[src/hdl/mhr_pkg.sv]
// Shared types, constants and register map for the masked HSL recolor pipeline.
package mhr_pkg;

	localparam int unsigned CfgW   = 9;
	localparam int unsigned SumW   = 9;	// max + min, 0..510
	localparam int unsigned NumW   = 17;	// n1, n2 over 510*256
	localparam int unsigned AccW   = 23;	// channel numerator over 510*256*60
	localparam int unsigned AddrW  = 3;
	localparam int unsigned DataW  = 32;

	localparam logic [CfgW-1:0] HUE_MAX = 9'd359;
	localparam logic [CfgW-1:0] SAT_ONE = 9'd256;

	// register indexes, taken from paddr[2]
	localparam logic REG_HUE = 1'b0;
	localparam logic REG_SAT = 1'b1;

	typedef struct packed {
		logic [7:0] pixel_red;
		logic [7:0] pixel_green;
		logic [7:0] pixel_blue;
		logic [7:0] pixel_alpha;
		logic [7:0] mask_byte;
	} pix_t;

	typedef struct packed {
		logic [7:0] out_red;
		logic [7:0] out_green;
		logic [7:0] out_blue;
		logic [7:0] out_alpha;
	} rec_t;

	// pass-through part of a word travelling alongside the arithmetic
	typedef struct packed {
		logic [7:0] red;
		logic [7:0] green;
		logic [7:0] blue;
		logic [7:0] alpha;
		logic       recolor;
	} side_t;

endpackage

[src/hdl/masked_hsl_recolor.sv]
// Top level: register file, valid/stall control and four-stage recolor pipeline.
// Each accepted word passes stages s1 to s4 before rec_valid; throughput one word per cycle unless rec_stall holds it.
// A stage with no valid word fills even while the output is stalled.
// pix_stall rises only when every stage holds a word and rec_stall is high.
// arst_n clears the valid bits and both registers (hue 0, saturation 0).
module masked_hsl_recolor (
	input  logic                      clk,
	input  logic                      arst_n,
	input  logic                      psel,
	input  logic                      penable,
	input  logic                      pwrite,
	input  logic [mhr_pkg::AddrW-1:0] paddr,
	input  logic [mhr_pkg::DataW-1:0] pwdata,
	output logic [mhr_pkg::DataW-1:0] prdata,
	output logic                      pready,
	input  logic                      pix_valid,
	output logic                      pix_stall,
	input  mhr_pkg::pix_t             pix,
	output logic                      rec_valid,
	input  logic                      rec_stall,
	output mhr_pkg::rec_t             rec
);
	import mhr_pkg::*;

	logic [CfgW-1:0] hue_q;
	logic [CfgW-1:0] sat_q;
	logic [CfgW-1:0] wval;
	logic [CfgW-1:0] hue_r;
	logic [CfgW-1:0] hue_b;

	logic v1_s1, v2_s2, v3_s3, v4_s4;
	logic en1, en2, en3, en4;

	side_t side_s1, side_s2, side_s3;
	rec_t  rec_s4;

	logic [SumW-1:0] sum_s1;
	logic [NumW-1:0] n1_s2;
	logic [NumW-1:0] n2_s2;
	logic [7:0]      red_c, green_c, blue_c;

	// configuration
	assign pready = 1'b1;
	assign wval   = pwdata[CfgW-1:0];

	always_ff @(posedge clk or negedge arst_n) begin
		if (!arst_n) begin
			hue_q <= '0;
			sat_q <= '0;
		end else if (psel && penable && pwrite) begin
			unique case (paddr[2])
				REG_HUE: hue_q <= (wval > HUE_MAX) ? HUE_MAX : wval;
				REG_SAT: sat_q <= (wval > SAT_ONE) ? SAT_ONE : wval;
				default: ;
			endcase
		end
	end

	always_comb begin
		unique case (paddr[2])
			REG_HUE: prdata = DataW'(hue_q);
			REG_SAT: prdata = DataW'(sat_q);
			default: prdata = '0;
		endcase
	end

	// hue offsets: red +120 (360 kept as is), blue -120
	always_comb begin
		hue_r = hue_q + 9'd120;
		if (hue_r > 9'd360) hue_r = hue_r - 9'd360;
		hue_b = (hue_q >= 9'd120) ? (hue_q - 9'd120) : (hue_q + 9'd240);
	end

	// stage enables: a stage moves when empty or when the next one moves
	assign en4       = !v4_s4 || !rec_stall;
	assign en3       = !v3_s3 || en4;
	assign en2       = !v2_s2 || en3;
	assign en1       = !v1_s1 || en2;
	assign pix_stall = !en1;

	always_ff @(posedge clk or negedge arst_n) begin
		if (!arst_n) begin
			v1_s1 <= 1'b0;
			v2_s2 <= 1'b0;
			v3_s3 <= 1'b0;
			v4_s4 <= 1'b0;
		end else begin
			if (en1) v1_s1 <= pix_valid;
			if (en2) v2_s2 <= v1_s1;
			if (en3) v3_s3 <= v2_s2;
			if (en4) v4_s4 <= v3_s3;
		end
	end

	always_ff @(posedge clk) begin
		if (en1) begin
			side_s1.red     <= pix.pixel_red;
			side_s1.green   <= pix.pixel_green;
			side_s1.blue    <= pix.pixel_blue;
			side_s1.alpha   <= pix.pixel_alpha;
			side_s1.recolor <= (pix.mask_byte != 8'd0);
		end
		if (en2) side_s2 <= side_s1;
		if (en3) side_s3 <= side_s2;
		if (en4) begin
			rec_s4.out_alpha <= side_s3.alpha;
			if (side_s3.recolor) begin
				rec_s4.out_red   <= red_c;
				rec_s4.out_green <= green_c;
				rec_s4.out_blue  <= blue_c;
			end else begin
				rec_s4.out_red   <= side_s3.red;
				rec_s4.out_green <= side_s3.green;
				rec_s4.out_blue  <= side_s3.blue;
			end
		end
	end

	mhr_lum u_lum (
		.clk    (clk),
		.en     (en1),
		.pix    (pix),
		.sum_s1 (sum_s1)
	);

	mhr_level u_level (
		.clk    (clk),
		.en     (en2),
		.sum_s1 (sum_s1),
		.sat    (sat_q),
		.n1_s2  (n1_s2),
		.n2_s2  (n2_s2)
	);

	mhr_chan u_red (
		.clk   (clk),
		.en3   (en3),
		.n1_s2 (n1_s2),
		.n2_s2 (n2_s2),
		.hue   (hue_r),
		.chan  (red_c)
	);

	mhr_chan u_green (
		.clk   (clk),
		.en3   (en3),
		.n1_s2 (n1_s2),
		.n2_s2 (n2_s2),
		.hue   (hue_q),
		.chan  (green_c)
	);

	mhr_chan u_blue (
		.clk   (clk),
		.en3   (en3),
		.n1_s2 (n1_s2),
		.n2_s2 (n2_s2),
		.hue   (hue_b),
		.chan  (blue_c)
	);

	assign rec_valid = v4_s4;
	assign rec       = rec_s4;

endmodule

[src/hdl/mhr_lum.sv]
// Stage 1: max + min of the colour channels (twice the HSL lightness scaled by 255).
module mhr_lum (
	input  logic               clk,
	input  logic               en,
	input  mhr_pkg::pix_t      pix,
	output logic [mhr_pkg::SumW-1:0] sum_s1
);
	import mhr_pkg::*;

	logic [7:0] mx;
	logic [7:0] mn;

	always_comb begin
		mx = (pix.pixel_red > pix.pixel_green) ? pix.pixel_red : pix.pixel_green;
		if (pix.pixel_blue > mx) mx = pix.pixel_blue;
		mn = (pix.pixel_red < pix.pixel_green) ? pix.pixel_red : pix.pixel_green;
		if (pix.pixel_blue < mn) mn = pix.pixel_blue;
	end

	always_ff @(posedge clk) begin
		if (en) sum_s1 <= {1'b0, mx} + {1'b0, mn};
	end

endmodule

[src/hdl/mhr_level.sv]
// Stage 2: the two HSL levels v1, v2 as numerators over 510*256.
module mhr_level (
	input  logic                     clk,
	input  logic                     en,
	input  logic [mhr_pkg::SumW-1:0] sum_s1,
	input  logic [mhr_pkg::CfgW-1:0] sat,
	output logic [mhr_pkg::NumW-1:0] n1_s2,
	output logic [mhr_pkg::NumW-1:0] n2_s2
);
	import mhr_pkg::*;

	logic             dark;
	logic [9:0]       coef;
	logic [18:0]      prod;
	logic [18:0]      offs;
	logic [18:0]      n2;
	logic [18:0]      n1;

	// l < 0.5: v2 = l*(1+s); else v2 = l + s - l*s
	always_comb begin
		dark = (sum_s1 < 9'd255);
		coef = dark ? ({1'b0, SAT_ONE} + {1'b0, sat}) : ({1'b0, SAT_ONE} - {1'b0, sat});
		prod = 19'(sum_s1 * coef);
		offs = dark ? 19'd0 : ({1'b0, sat, 9'd0} - {9'd0, sat, 1'b0});
		n2   = prod + offs;
		n1   = {1'b0, sum_s1, 9'd0} - n2;
	end

	always_ff @(posedge clk) begin
		if (en) begin
			n1_s2 <= n1[NumW-1:0];
			n2_s2 <= n2[NumW-1:0];
		end
	end

endmodule

[src/hdl/mhr_chan.sv]
// Stages 3 and 4 for one channel: piecewise hue ramp, then scale to 8 bits.
module mhr_chan (
	input  logic                     clk,
	input  logic                     en3,
	input  logic [mhr_pkg::NumW-1:0] n1_s2,
	input  logic [mhr_pkg::NumW-1:0] n2_s2,
	input  logic [mhr_pkg::CfgW-1:0] hue,
	output logic [7:0]               chan
);
	import mhr_pkg::*;

	logic [NumW-1:0] base;
	logic [NumW-1:0] diff;
	logic [5:0]      wgt;
	logic [AccW-1:0] num;
	logic [AccW-1:0] num_s3;
	logic [12:0]     coarse;
	logic [26:0]     prod;

	always_comb begin
		diff = n2_s2 - n1_s2;
		base = n1_s2;
		wgt  = 6'd0;
		priority if (hue < 9'd60) begin
			wgt = hue[5:0];
		end else if (hue < 9'd180) begin
			base = n2_s2;
		end else if (hue < 9'd240) begin
			wgt = 6'(9'd240 - hue);
		end else begin
			wgt = 6'd0;
		end
		num = AccW'(base * 6'd60) + AccW'(diff * wgt);
	end

	always_ff @(posedge clk) begin
		if (en3) num_s3 <= num;
	end

	// floor(num*255 / (510*256*60)) = floor(floor(num/1024) / 30)
	always_comb begin
		coarse = num_s3[AccW-1:10];
		prod   = coarse * 14'd8739;
		chan   = prod[25:18];
	end

endmodule
[config.mk]
export PLATFORM = sky130hd
export DESIGN_NAME = masked_hsl_recolor
export DESIGN_NICKNAME = d
export VERILOG_FILES = /design/src/hdl/mhr_pkg.sv /design/src/hdl/masked_hsl_recolor.sv /design/src/hdl/mhr_lum.sv /design/src/hdl/mhr_level.sv /design/src/hdl/mhr_chan.sv
export SDC_FILE = /design/constraint.sdc
export NUM_CORES = 2
export LEC_CHECK = 0
export BUFFER_PORTS_ARGS = -buffer_cell sky130_fd_sc_hd__clkbuf_2
export CAP_MARGIN = 10
export CORE_ASPECT_RATIO = 1.2
export CORE_MARGIN = 5
export CORE_UTILIZATION = 65
export DETAILED_ROUTE_END_ITERATION = 7
export PLACE_DENSITY = 0.83
export SLEW_MARGIN = 20
export SYNTH_ARGS = -nofsm -noshare
export SYNTH_HDL_FRONTEND = slang
export SYNTH_SLANG_ARGS = --single-unit
[constraint.sdc]
create_clock -name clk -period 9.8 [get_ports clk]
set_input_delay 0.98 -clock clk [delete_from_list [all_inputs] [get_ports clk]]
set_output_delay 0.98 -clock clk [all_outputs]
set_load 0.01 [all_outputs]
==> metrics.md <==
| Metric | Value |
|---|---|
| F_max | `109.1 MHz` |
| Number of buffers added on ports | `99` |
| Ys flop type | `edfxtp_1` |
| Clock slew at reported path FFs | `60 ps` |
| Most frequent cells in the layout | `698 x inv_1, 482 x ha_1, 437 x fa_1` |
| Placed Instances | `4370` |
| Crit. End Element | `flop` |
| Slew @ Worst Pin | `1120 ps` |
| Vias | `25.38k` |
| Drt via density | `5.744` |
| Critical path type | `reg -> reg` |
| Total GRT Usage | `0.2693` |
| Commonest non-fill, non-tap cell in the layout | `inv_1` |
| Antenna-violating nets left | `0` |
| Nets | `4688` |
| Total CTS buffers | `26` |
| FF+latch count, synth | `234` |
| Starting DRT DRC Count | `1530` |
| Hold WC Path Type | `reg -> reg` |
| Top cell type's share of synthesized area | `0.2509` |
| GR Util met1 | `0.3211` |
| H-tree Lvls | `1` |
| Slowest cell on crit path | `dfrtp_1` |
| Number of global-route vias before repair | `27.03k` |
| Final Wtd Congestion | `0.9126` |
| Synth area leaders | `fa_1 25%, edfxtp_1 18%, ha_1 17%, inv_1 7.5%, nand2_1 3.8%` |
| Row cnt | `93` |
| Initial antenna violation count | `0` |
| Critical Path Source Type | `flop` |
| Post-synthesis xor/xnor area fraction | `0.05099` |
| # fillers | `3831` |
| Buffer depth of the longest clock path | `3` |
| Wire per inst | `17.79 um` |
| Final setup violation count | `0` |
| Chip width | `221.4 um` |
| Place WS | `509.6 ps` |
| CTS tree | `yes` |
| Synth Area in Compound Gates | `0.09158` |
| GR Util met2 | `0.4924` |
| Ys async rst share | `0.09402` |
| DP HPWL | `64230 um` |
| Final period utilization | `0.9349` |
| Non-Filler Instances | `4418` |
| CTS root buf | `clkbuf_16` |
| Mux cell area share after synthesis | `0.02329` |
| DR pass1 iterations | `6` |
| Cell taking the most area after synthesis | `fa_1` |
| Clock sinks | `234` |
| Minimum clock period | `9163 ps` |
| Worst EP arrival | `9470 ps` |
| Max-cap violations | `0` |
| Crit path required time | `10100 ps` |
| Post-synthesis sequential area ratio | `0.1984` |
| Most Used Layer, Global Route | `met2` |
| Setup ws final | `637.5 ps` |
| Final slew viol count | `0` |
| Post-Synthesis Cells | `3609` |
| GR Overflow Total | `0` |
| Post-synth EDFFs | `212` |
| Initial Utilization | `0.6528` |
| ANT cells | `0` |
| Fin. Hold Viols | `0` |
| Post-Synth Adder-Cell Area | `0.4239` |
| Core box area | `53410 um^2` |
| Most frequent CP cell | `fa_1` |
| Largest family of logic cells by synthesized area | `adder cells` |
| Yosys warning count | `0` |
| Status | `finished clean` |
| Total Routed Length | `78580 um` |
| Unrepaired setup endpoints after global routing | `false` |
| Die Area | `58390 um^2` |
| Routing usage on met3 | `0.03356` |
| Remaining DRCs | `0` |
| Largest net degree at the start of global routing | `66` |
| Hold Worst Slack | `416.0 ps` |
| Final setup TNS | `0 ps` |
| I/O pins | `149` |
| Synth Area in Simple Gates | `0.1195` |
| # Post-CTS Setup Buffers | `0` |
| Largest stage delay, worst path | `650 ps` |
| Clock Latency Late Sink | `570 ps` |
| Area growth syn-to-layout | `6.190%` |
| Post-synthesis cell type count | `93` |
| Layout cells sized above 1 | `0.07447` |
| Worst-path maximum fanout | `15` |
| Die Y | `263.7 um` |
| Rel. slew slack | `0.2481` |
| First-pass GRT wire length | `130200 um` |
| Final Skew | `11.10 ps` |
| Synthesized area per cell | `9.661 um^2` |
| Post-Syn Area | `34870 um^2` |
-- final timing paths --
kind / from / endpoint / slack (ps) / depth (start not counted)
min in group asynchronous: arst_n / v1_s1 / 430 / 1
setup / recovery: hue_q[5] / u_red.num_s3[22] / 640 / 30
max in group asynchronous: arst_n / hue_q[1] / 8950 / 1
hold / removal: side_s1[6] / side_s2[6] / 420 / 0
hold reg to reg: side_s1[6] / side_s2[6] / 420 / 0
setup reg to reg: hue_q[5] / u_red.num_s3[22] / 640 / 30
-- critical path, delay by kind of cell, from the launching register on --
| kind | cells | cell delay [ps] |
|---|---|---|
| AOI/OAI and AO/OA | 11 | 2870 |
| xor gates and xnor gates | 3 | 460 |
| adders and majority gates | 6 | 2520 |
| buffers and inverters | 2 | 250 |
| DFF | 1 | 650 |
| muxes | 1 | 430 |
| and+or+nand+nor | 7 | 1670 |
-- per-layer routing --
layer	up-vias	routed length, um
met5	-	0
met4	0	3836
met3	225	4433
met2	793	40180
met1	12490	30130
li1	11870	-
-- area by class of cell --
cell class / instances / area (um^2) / area share
timing repair buffer: 142 / 818.3 / 0.02210
tap: 712 / 890.9 / 0.02406
clock inverter: 20 / 225.2 / 0.006083
sequential: 234 / 6917 / 0.1868
inverter: 701 / 2633 / 0.07110
clock buffer: 27 / 654.4 / 0.01767
multi-input combinational: 2582 / 24890 / 0.6722
-- sequential cells by signal (all words and copies together), names as in the netlist, 9 cells and up --
signal,flops
sat_q,9
side_s2,33
u_level.n1_s2,16
u_red.num_s3,13
rec,32
hue_q,9
side_s3,33
u_green.num_s3,13
u_blue.num_s3,13
u_level.n2_s2,17
side_s1,33
u_lum.sum_s1,9
-- synth_stat cells (12+ instances only) --
master	number
and2_1	64
nand3_1	39
a21oi_1	122
a211oi_1	18
inv_1	699
mux2_2	30
o21a_1	35
nor2b_1	33
nor3_1	52
or2_2	12
xnor2_1	134
nor4_1	12
a21o_1	43
xor2_1	69
o21bai_1	12
buf_4	28
clkbuf_1	66
fa_1	437
ha_1	482
mux2i_1	37
or3_1	13
nand2b_1	56
edfxtp_1	212
o21ai_0	107
dfrtp_1	22
buf_2	17
nand2_1	349
nor2_1	190
nand4_1	17
and3_1	15
-- cell families (layout without fill, tap and decap cells) --
logic type / Yosys count / after routing
simple gates: 886 / 887
flops: 234 / 234
fa+ha+maj: 919 / 919
compound gates: 475 / 475
xor+xnor: 203 / 203
buf+inv: 816 / 890
mux: 74 / 74
other cells: 2 / 24
-- per-stage QoR --
step / util / area, um^2
2_1_floorplan: - / 34950
6_report: 0.6932 / 37020
3_5_place_dp: 0.6765 / 36130
5_1_grt: 0.6932 / 37020
4_1_cts: 0.6929 / 37010
3_3_place_gp: 0.6765 / 36130
-- what timing repair did --
item / 4_1_cts / 5_1_grt
endpoints found under the setup margin: 0 / 1
gates resized for setup: 0 / 5
hold buffers: 0 / 0
Power is left out: the tool's default activity adds up to more than one toggle a clock period on the data nets, which glitch-free logic cannot reach.
